$ cat config.mk
export PLATFORM = sky130hd
export DESIGN_NAME = serial_rtc_pram_interface
export DESIGN_NICKNAME = d
export VERILOG_FILES = /design/src/rtl/srtc_pkg.sv /design/src/rtl/srtc_time.sv /design/src/rtl/srtc_core.sv /design/src/rtl/serial_rtc_pram_interface.sv
export SDC_FILE = /design/constraint.sdc
export NUM_CORES = 1
export LEC_CHECK = 0
export ABC_AREA = 1
export BUFFER_PORTS_ARGS = -buffer_cell sky130_fd_sc_hd__buf_2
export CAP_MARGIN = 20
export CORE_MARGIN = 3
export CORE_UTILIZATION = 40
export DETAILED_ROUTE_END_ITERATION = 8
export GPL_ROUTABILITY_DRIVEN = 0
export PLACE_DENSITY_LB_ADDON = 0.15
export SLEW_MARGIN = 20
export SYNTH_ARGS = -nofsm -noshare
export SYNTH_HDL_FRONTEND = slang
export SYNTH_SLANG_ARGS = --single-unit
$ cat constraint.sdc
create_clock -name clk -period 6.9 [get_ports clk]
set_input_delay 1.38 -clock clk [delete_from_list [all_inputs] [get_ports clk]]
set_output_delay 1.38 -clock clk [all_outputs]
set_load 0.01 [all_outputs]
$ cat src/rtl/srtc_pkg.sv
// Shared types and constants for the serial clock-chip block.
// Used by srtc_time, srtc_core and serial_rtc_pram_interface; no dependencies.
package srtc_pkg;

	localparam int STORE_BYTES_DEF = 32;
	localparam logic [31:0] VALID_HOST_MIN = 32'd1600000000;
	localparam logic [31:0] EPOCH_DELTA = 32'd2082844800;
	localparam int CMD_READ_BIT = 15;
	localparam int CMD_ADDR_HI = 14;
	localparam int CMD_ADDR_LO = 10;
	localparam logic [4:0] BIT_POS_LIMIT = 5'd16;
	localparam logic [3:0] READ_MERGE_POS = 4'd8;
	localparam logic [3:0] WRITE_LAST_POS = 4'd15;
	localparam logic [4:0] TIME_BYTES = 5'd8;
	localparam logic [4:0] TIME_COPY_BYTES = 5'd4;
	localparam logic [4:0] ADDR_COMMIT_LO = 5'd3;
	localparam logic [4:0] ADDR_COMMIT_HI = 5'd7;

	typedef enum logic [1:0] {
		ACT_PIN = 2'd0,
		ACT_TICK = 2'd1,
		ACT_SET_TIME = 2'd2,
		ACT_LOAD = 2'd3
	} action_t;

	typedef struct packed {
		action_t action;
		logic chip_enable;
		logic data_in;
		logic clock_in;
		logic [31:0] host_unix_time;
		logic [31:0] new_machine_time;
		logic [4:0] load_address;
		logic [7:0] load_byte;
	} item_t;

	typedef struct packed {
		logic data_out;
		logic host_time_set;
		logic [31:0] host_time_value;
		logic store_changed;
	} result_t;

endpackage

$ cat src/rtl/srtc_time.sv
// Time conversion between host seconds and machine-epoch seconds.
// Depends on srtc_pkg for the epoch and validity constants.
module srtc_time (
	input logic [31:0] host_time,
	input logic [31:0] commit_time,
	input logic signed [16:0] tz_offset,
	output logic refresh_ok,
	output logic [31:0] machine_time,
	output logic commit_ok,
	output logic [31:0] commit_value
);
	import srtc_pkg::*;

	logic signed [34:0] unix_c;

	assign refresh_ok = host_time >= VALID_HOST_MIN;
	assign machine_time = host_time + EPOCH_DELTA + {{15{tz_offset[16]}}, tz_offset};

	assign unix_c = $signed({3'b000, commit_time}) - $signed({3'b000, EPOCH_DELTA})
		- {{18{tz_offset[16]}}, tz_offset};
	assign commit_ok = unix_c >= $signed({3'b000, VALID_HOST_MIN});
	assign commit_value = unix_c[31:0];

endmodule

$ cat src/rtl/srtc_core.sv
// Serial command decoder, byte store and time handling, one beat per cycle while fire is high.
// Depends on srtc_pkg and srtc_time.
module srtc_core #(
	parameter int STORE_BYTES = srtc_pkg::STORE_BYTES_DEF
) (
	input logic clk,
	input logic arst_n,
	input logic fire,
	input srtc_pkg::item_t item,
	input logic cfg_we,
	input logic signed [16:0] cfg_wdata,
	output srtc_pkg::result_t res
);
	import srtc_pkg::*;

	localparam int AW = $clog2(STORE_BYTES);

	logic [7:0] st_q [STORE_BYTES];
	logic [7:0] st_n [STORE_BYTES];
	logic last_clk_q, last_clk_n;
	logic [4:0] bp_q, bp_n;
	logic [15:0] cmd_q, cmd_n;
	logic signed [16:0] tz_q;

	logic refresh_ok, commit_ok, commit_req, host_set;
	logic dout_c, changed_c;
	logic [31:0] machine_time, commit_time, commit_value;

	srtc_time u_time (
		.host_time(item.host_unix_time),
		.commit_time(commit_time),
		.tz_offset(tz_q),
		.refresh_ok(refresh_ok),
		.machine_time(machine_time),
		.commit_ok(commit_ok),
		.commit_value(commit_value)
	);

	always_comb begin
		logic [3:0] pos;
		logic [15:0] mask;
		logic [15:0] cmd1;
		logic [4:0] addr;
		logic [7:0] rd;
		st_n = st_q;
		last_clk_n = last_clk_q;
		bp_n = bp_q;
		cmd_n = cmd_q;
		dout_c = 1'b0;
		changed_c = 1'b0;
		commit_req = 1'b0;
		pos = bp_q[3:0];
		mask = 16'h8000 >> pos;
		cmd1 = cmd_q;
		addr = cmd_q[CMD_ADDR_HI:CMD_ADDR_LO];
		rd = '0;
		case (item.action)
			ACT_TICK: begin
				if (refresh_ok) begin
					for (int k = 0; k < 4; k++) begin
						st_n[k] = machine_time[8*k +: 8];
						st_n[k+4] = machine_time[8*k +: 8];
					end
				end
			end
			ACT_SET_TIME: begin
				for (int k = 0; k < 4; k++) begin
					st_n[k] = item.new_machine_time[8*k +: 8];
					st_n[k+4] = item.new_machine_time[8*k +: 8];
				end
				changed_c = 1'b1;
			end
			ACT_LOAD: begin
				st_n[item.load_address[AW-1:0]] = item.load_byte;
			end
			ACT_PIN: begin
				last_clk_n = item.clock_in;
				if (item.chip_enable) begin
					bp_n = '0;
					cmd_n = '0;
				end else if (item.clock_in && !last_clk_q && bp_q < BIT_POS_LIMIT) begin
					if ((pos < READ_MERGE_POS || !cmd_q[CMD_READ_BIT]) && item.data_in)
						cmd1 = cmd_q | mask;
					addr = cmd1[CMD_ADDR_HI:CMD_ADDR_LO];
					if (cmd1[CMD_READ_BIT]) begin
						if (pos == READ_MERGE_POS) begin
							if (addr < TIME_BYTES && refresh_ok) begin
								for (int k = 0; k < 4; k++) begin
									st_n[k] = machine_time[8*k +: 8];
									st_n[k+4] = machine_time[8*k +: 8];
								end
								rd = machine_time[{addr[1:0], 3'b000} +: 8];
							end else begin
								rd = st_q[addr[AW-1:0]];
							end
							cmd1 = cmd1 | {8'h00, rd};
						end
						dout_c = |(cmd1 & mask);
					end else if (pos == WRITE_LAST_POS) begin
						st_n[addr[AW-1:0]] = cmd1[7:0];
						if (addr < TIME_COPY_BYTES) begin
							for (int k = 0; k < 4; k++)
								st_n[k+4] = st_n[k];
							commit_req = addr == ADDR_COMMIT_LO;
						end else if (addr == ADDR_COMMIT_HI) begin
							for (int k = 0; k < 4; k++)
								st_n[k] = st_n[k+4];
							commit_req = 1'b1;
						end
						changed_c = 1'b1;
					end
					cmd_n = cmd1;
					bp_n = bp_q + 5'd1;
				end
			end
			default: begin
			end
		endcase
	end

	// both copies agree after a commit, so the low copy is always a valid source
	assign commit_time = {st_n[3], st_n[2], st_n[1], st_n[0]};

	assign host_set = commit_req && commit_ok;
	assign res = {dout_c, host_set, host_set ? commit_value : 32'd0, changed_c};

	always_ff @(posedge clk) begin
		if (fire)
			st_q <= st_n;
	end

	always_ff @(posedge clk or negedge arst_n) begin
		if (!arst_n) begin
			last_clk_q <= 1'b0;
			bp_q <= '0;
			cmd_q <= '0;
		end else if (fire) begin
			last_clk_q <= last_clk_n;
			bp_q <= bp_n;
			cmd_q <= cmd_n;
		end
	end

	always_ff @(posedge clk or negedge arst_n) begin
		if (!arst_n)
			tz_q <= '0;
		else if (cfg_we)
			tz_q <= cfg_wdata;
	end

`ifndef SYNTHESIS
	a_bp_limit: assert property (@(posedge clk) disable iff (!arst_n)
		bp_q <= BIT_POS_LIMIT)
		else $error("bit position past limit");
	a_bp_step: assert property (@(posedge clk) disable iff (!arst_n)
		(fire && item.action != ACT_PIN) |=> $stable(bp_q) && $stable(cmd_q))
		else $error("non-pin beat moved the shifter");
	a_enable_clear: assert property (@(posedge clk) disable iff (!arst_n)
		(fire && item.action == ACT_PIN && item.chip_enable) |=> bp_q == 5'd0 && cmd_q == 16'd0)
		else $error("enable did not clear shifter");
`endif

endmodule

$ cat src/rtl/serial_rtc_pram_interface.sv
// Serial clock-chip block with a STORE_BYTES parameter store (32 bytes by default).
// Input channel (in_valid/in_ready) carries one beat per pin sample or host
// action: pin sample, tick refresh, set machine time, or store byte load.
// Output channel (out_valid/out_ready) returns exactly one result beat per
// input beat: data_out, host_time_set with host_time_value, store_changed.
// A beat is captured in an input register, processed against the store and
// shifter state, and lands in the result register, which raises out_valid;
// throughput one beat per cycle while the receiver does not stall.
// When the receiver stalls, the result register holds and the input register
// fills; in_ready drops once both are occupied and rises as soon as out_ready
// returns. cfg_we/cfg_wdata write the signed time-zone offset; the user must
// write it only while idle, which the block does not enforce. Reset clears the
// shifter, last clock level, offset and both channel stages; store bytes are
// undefined until loaded or written, with no clearing pass.
// Depends on srtc_pkg and srtc_core.
module serial_rtc_pram_interface #(
	parameter int STORE_BYTES = srtc_pkg::STORE_BYTES_DEF
) (
	input logic clk,
	input logic arst_n,
	input logic in_valid,
	output logic in_ready,
	input logic [1:0] action,
	input logic chip_enable,
	input logic data_in,
	input logic clock_in,
	input logic [31:0] host_unix_time,
	input logic [31:0] new_machine_time,
	input logic [4:0] load_address,
	input logic [7:0] load_byte,
	output logic out_valid,
	input logic out_ready,
	output logic data_out,
	output logic host_time_set,
	output logic [31:0] host_time_value,
	output logic store_changed,
	input logic cfg_we,
	input logic signed [16:0] cfg_wdata
);
	import srtc_pkg::*;

	item_t item_s1;
	logic vld_s1;
	result_t res_c, res_q;
	logic out_vld_q;
	logic advance, fire;

	assign advance = !out_vld_q || out_ready;
	assign fire = vld_s1 && advance;
	assign in_ready = !vld_s1 || advance;

	always_ff @(posedge clk) begin
		if (in_valid && in_ready) begin
			item_s1.action <= action_t'(action);
			item_s1.chip_enable <= chip_enable;
			item_s1.data_in <= data_in;
			item_s1.clock_in <= clock_in;
			item_s1.host_unix_time <= host_unix_time;
			item_s1.new_machine_time <= new_machine_time;
			item_s1.load_address <= load_address;
			item_s1.load_byte <= load_byte;
		end
		if (fire)
			res_q <= res_c;
	end

	always_ff @(posedge clk or negedge arst_n) begin
		if (!arst_n) begin
			vld_s1 <= 1'b0;
			out_vld_q <= 1'b0;
		end else begin
			if (in_ready)
				vld_s1 <= in_valid;
			if (advance)
				out_vld_q <= vld_s1;
		end
	end

	srtc_core #(
		.STORE_BYTES(STORE_BYTES)
	) u_core (
		.clk(clk),
		.arst_n(arst_n),
		.fire(fire),
		.item(item_s1),
		.cfg_we(cfg_we),
		.cfg_wdata(cfg_wdata),
		.res(res_c)
	);

	assign out_valid = out_vld_q;
	assign data_out = res_q.data_out;
	assign host_time_set = res_q.host_time_set;
	assign host_time_value = res_q.host_time_value;
	assign store_changed = res_q.store_changed;

`ifndef SYNTHESIS
	a_fire_out: assert property (@(posedge clk) disable iff (!arst_n)
		fire |=> out_valid)
		else $error("processed beat not presented");
	a_commit_changed: assert property (@(posedge clk) disable iff (!arst_n)
		(out_valid && host_time_set) |-> store_changed)
		else $error("host time commit without store write");
	a_value_zero: assert property (@(posedge clk) disable iff (!arst_n)
		(out_valid && !host_time_set) |-> host_time_value == 32'd0)
		else $error("host time value without commit");
	a_ready_free: assert property (@(posedge clk) disable iff (!arst_n)
		!out_vld_q |-> in_ready)
		else $error("input stalled with empty output");
`endif

endmodule
==> flow_summary.toml <==
[die]
start_util_pct = 40.5
num_rows = 98
core_area_um2 = 71700
fp.dieH_um = 275
die_area_um2 = 75900
die_w_um = 275
ios = 141

[synthesis]
yosys_warnings = 0
netlist_area_um2 = 29000
postSynthCellCount = 3729
synthMuxAreaShare_pct = 0.0388
synth_xor_area_share_pct = 1.48
ys_top_cells_by_area = "edfxtp_1 (39%), nand2_1 (12%), inv_1 (5.3%), o22ai_1 (4.5%), ha_1 (4.4%)"
synth-compound-area-share_pct = 20.3
synth.net_count = 3936
synth_top_area_share_pct = 38.6
ys_seq_area_share_pct = 42.1
synth-main-ff-cell = "edfxtp_1"
ys_types = 69
yosysTopAreaCell = "edfxtp_1"
synth-edff-count = 373
syn_avg_cell_area_um2 = 7.79
synthAdderAreaFrac_pct = 4.49
async_flop_share_pct = 9.90
ys_ff_latch = 414
synth_top_family_by_area = "simple AND/OR/NAND/NOR gates"
synthSimpleGateAreaFrac_pct = 23.3

[drt]
drtPass1Iterations = 9
routed_wl_um = 122000
antenna_left = 0
vias = 29300
drc = 1
post_drt_via_cell_ratio = 6.02
wl_per_cell_um = 25.0
drtIter0Drc = 4043

[final_layout]
nets = 4081
multi_input_area_um2 = 14700
final_util_pct = 46.2
nFillCells = 7228
fin_area_um2 = 33100
layout-drive-gt1-share_pct = 11.6
area.sequential_um2 = 12200
n_antenna_cell = 0
area_growth_pct = 14.0
layout.cells.non_filler = 4863

[grt]
grt_max_degree = 63
antenna_found_initial = 4
grt_pass1_vias = 27200
grtUsageTotal_pct = 31.2
overflow = 0
grt_pass1_wl_um = 177000

[clock_tree]
cts_tree = "done"
numCtsBuffers = 49
clock-sinks = 414
clk_latency_ns = 0.66
clockRootBuffer = "clkbuf_16"
cts.htree.levels = 2
clkTransAtPathRegs_ns = 0.08
cts_buffer_depth = 3
hold_buffers = 0

[worst_setup_path]
r2r_slack_ns = 0.40
cp-end-kind = "register"
cp_top_family = "simple AND/OR/NAND/NOR gates"
cp_data_arrival_time_ns = 6.98
start_kind = "register"
path_class = "reg2reg"
cp_max_fo = 26
required_ns = 7.38
crit_top_cell = "nand2_1"
critical_path_buf_inv_count = 4
crit_path_max_incr_delay_ns = 0.58
crit_slowest_cell = "o21ai_0"

[sta]
period_share_pct = 94.2
worst_pin_slew_ns = 1.10
hold_viol = 0
max_freq_ghz = 0.154
finalCriticalPeriod_ns = 6.50
final.setup_skew_ns = 0.0465
slew_headroom_pct = 26.5
finalSetupViolCount = 0
drv_slew = 0

[placed_design]
dp.cells = 4767
dpl-instance-area_um2 = 31200
dp_hpwl_um = 89000
portBuffers = 140

[flow_run]
maxCapViolCount = 0

[power]
p_sw_mw = 4.27
internal-power_mw = 5.66
powerDensity_nw_per_um2 = 300
switching_share_pct = 43.0
power_frac_seq_pct = 31.4
pwr-share-clk_pct = 27.3
p_leak_nw = 13.5
combPwrFrac_pct = 41.3
peakVddDrop_mv = 0.242

[outcome]
run_status = "finished with violations"
violations = "design-rule violations"

[hold_path]
hold_class = "reg2reg"
sequential cells by signal, indices dropped and copies added, names as in the netlist:
| register | cells |
|---|---|
| u_core.bp_q | 5 |
| u_core.tz_q | 17 |
| data_out | 1 |
| host_time_value | 32 |
| host_time_set | 1 |
| vld_s1 | 1 |
| item_s1 | 82 |
| out_valid | 1 |
| u_core.cmd_q | 16 |
| store_changed | 1 |
| u_core.st_q | 256 |
| u_core.last_clk_q | 1 |
final cells by class:
type	count	share of cell area (%)
clock inverters	32	1.10
repair buffers	263	5.11
multi-input cells	2704	44.4
well taps	950	3.59
clock buffers	58	3.87
flip-flops and latches	414	36.9
inverters	442	5.03
stage by stage:
stage	hold WS [ns]	TNS [ns]	setup slack, ns	power [mW]
2_1_floorplan	0.450	0	1.25	5.61
3_3_place_gp	0.460	-7.25	-0.232	7.02
3_5_place_dp	0.479	-6.42	-0.217	6.98
4_1_cts	0.495	0	0.00269	9.70
5_1_grt	0.517	-0.0148	-0.0148	10.4
6_report	0.500	0	0.400	9.93
logic make-up (layout without fill, tap and decap cells):
kind of cell    count (synthesis)  after routing
fa+ha+maj                     103            103
mux                             1              1
flops                         414            414
xor+xnor                       49             49
compound gates                966            966
simple gates                 1584           1585
buf+inv                       612            795
power groups by stage:
stage	clock network (mW)	logic (mW)	registers [mW]
global placement	0	3.87	3.15
finish	2.71	4.10	3.12
detailed placement	0	3.83	3.15
CTS	2.74	3.86	3.10
floorplan	0	2.51	3.10
global route	2.83	4.42	3.12
cells in the mapped netlist (all sizes together) (61+ instances only):
library cell and count:
clkbuf 109, nand3 227, a22oi 94, edfxtp 373, inv 419, ha 101, nand4 74, o21ai 239
a21oi 259, o22ai 209, buf 61, nand2 934, nor2 275
per-layer routing:
layer	share of wire (%)	track usage, %	wire length, um	vias up
li1	-	-	-	13400
met1	39	42.0	48000	13500
met4	6.2	16.1	7590	6
met5	0.025	0	31	-
met2	43	46.9	51700	1954
met3	12	6.98	14300	344
cells in the final DEF, fill, tap and decap left out, types with 27 or more instances in the layout:
master       n
clkbuf_16   50
buf_2      141
nor2_1     256
o22ai_1    209
dfrtp_1     41
edfxtp_1   373
nand2_1    902
o21ai_0    225
nand4_1     72
ha_1        96
nor3_1      38
buf_4      115
inv_1      406
xor2_1      33
clkinv_1    29
a21oi_1    250
nand3_1    218
a211oi_1    27
a22oi_1     94
timing repair:
action | 4_1_cts | 5_1_grt
cloned | 0 | 1
resized for setup | 3 | 45
endpoints found under the setup margin | 33 | 33
setup buffers | 0 | 2
pin swaps | 0 | 4
path summary, 6_finish.rpt:
| kind | startpoint | end | depth (start not counted) |
|---|---|---|---|
| min in group asynchronous | arst_n | u_core.cmd_q[7] | 2 |
| worst max-delay path | item_s1[46] | host_time_value[0] | 37 |
| worst min-delay path | u_core.cmd_q[7] | u_core.cmd_q[7] | 1 |
| max in group asynchronous | arst_n | u_core.tz_q[5] | 2 |
| worst max register to register | item_s1[46] | host_time_value[0] | 37 |
| worst min register to register | u_core.cmd_q[7] | u_core.cmd_q[7] | 1 |
Power figures use the tool's default switching activity.
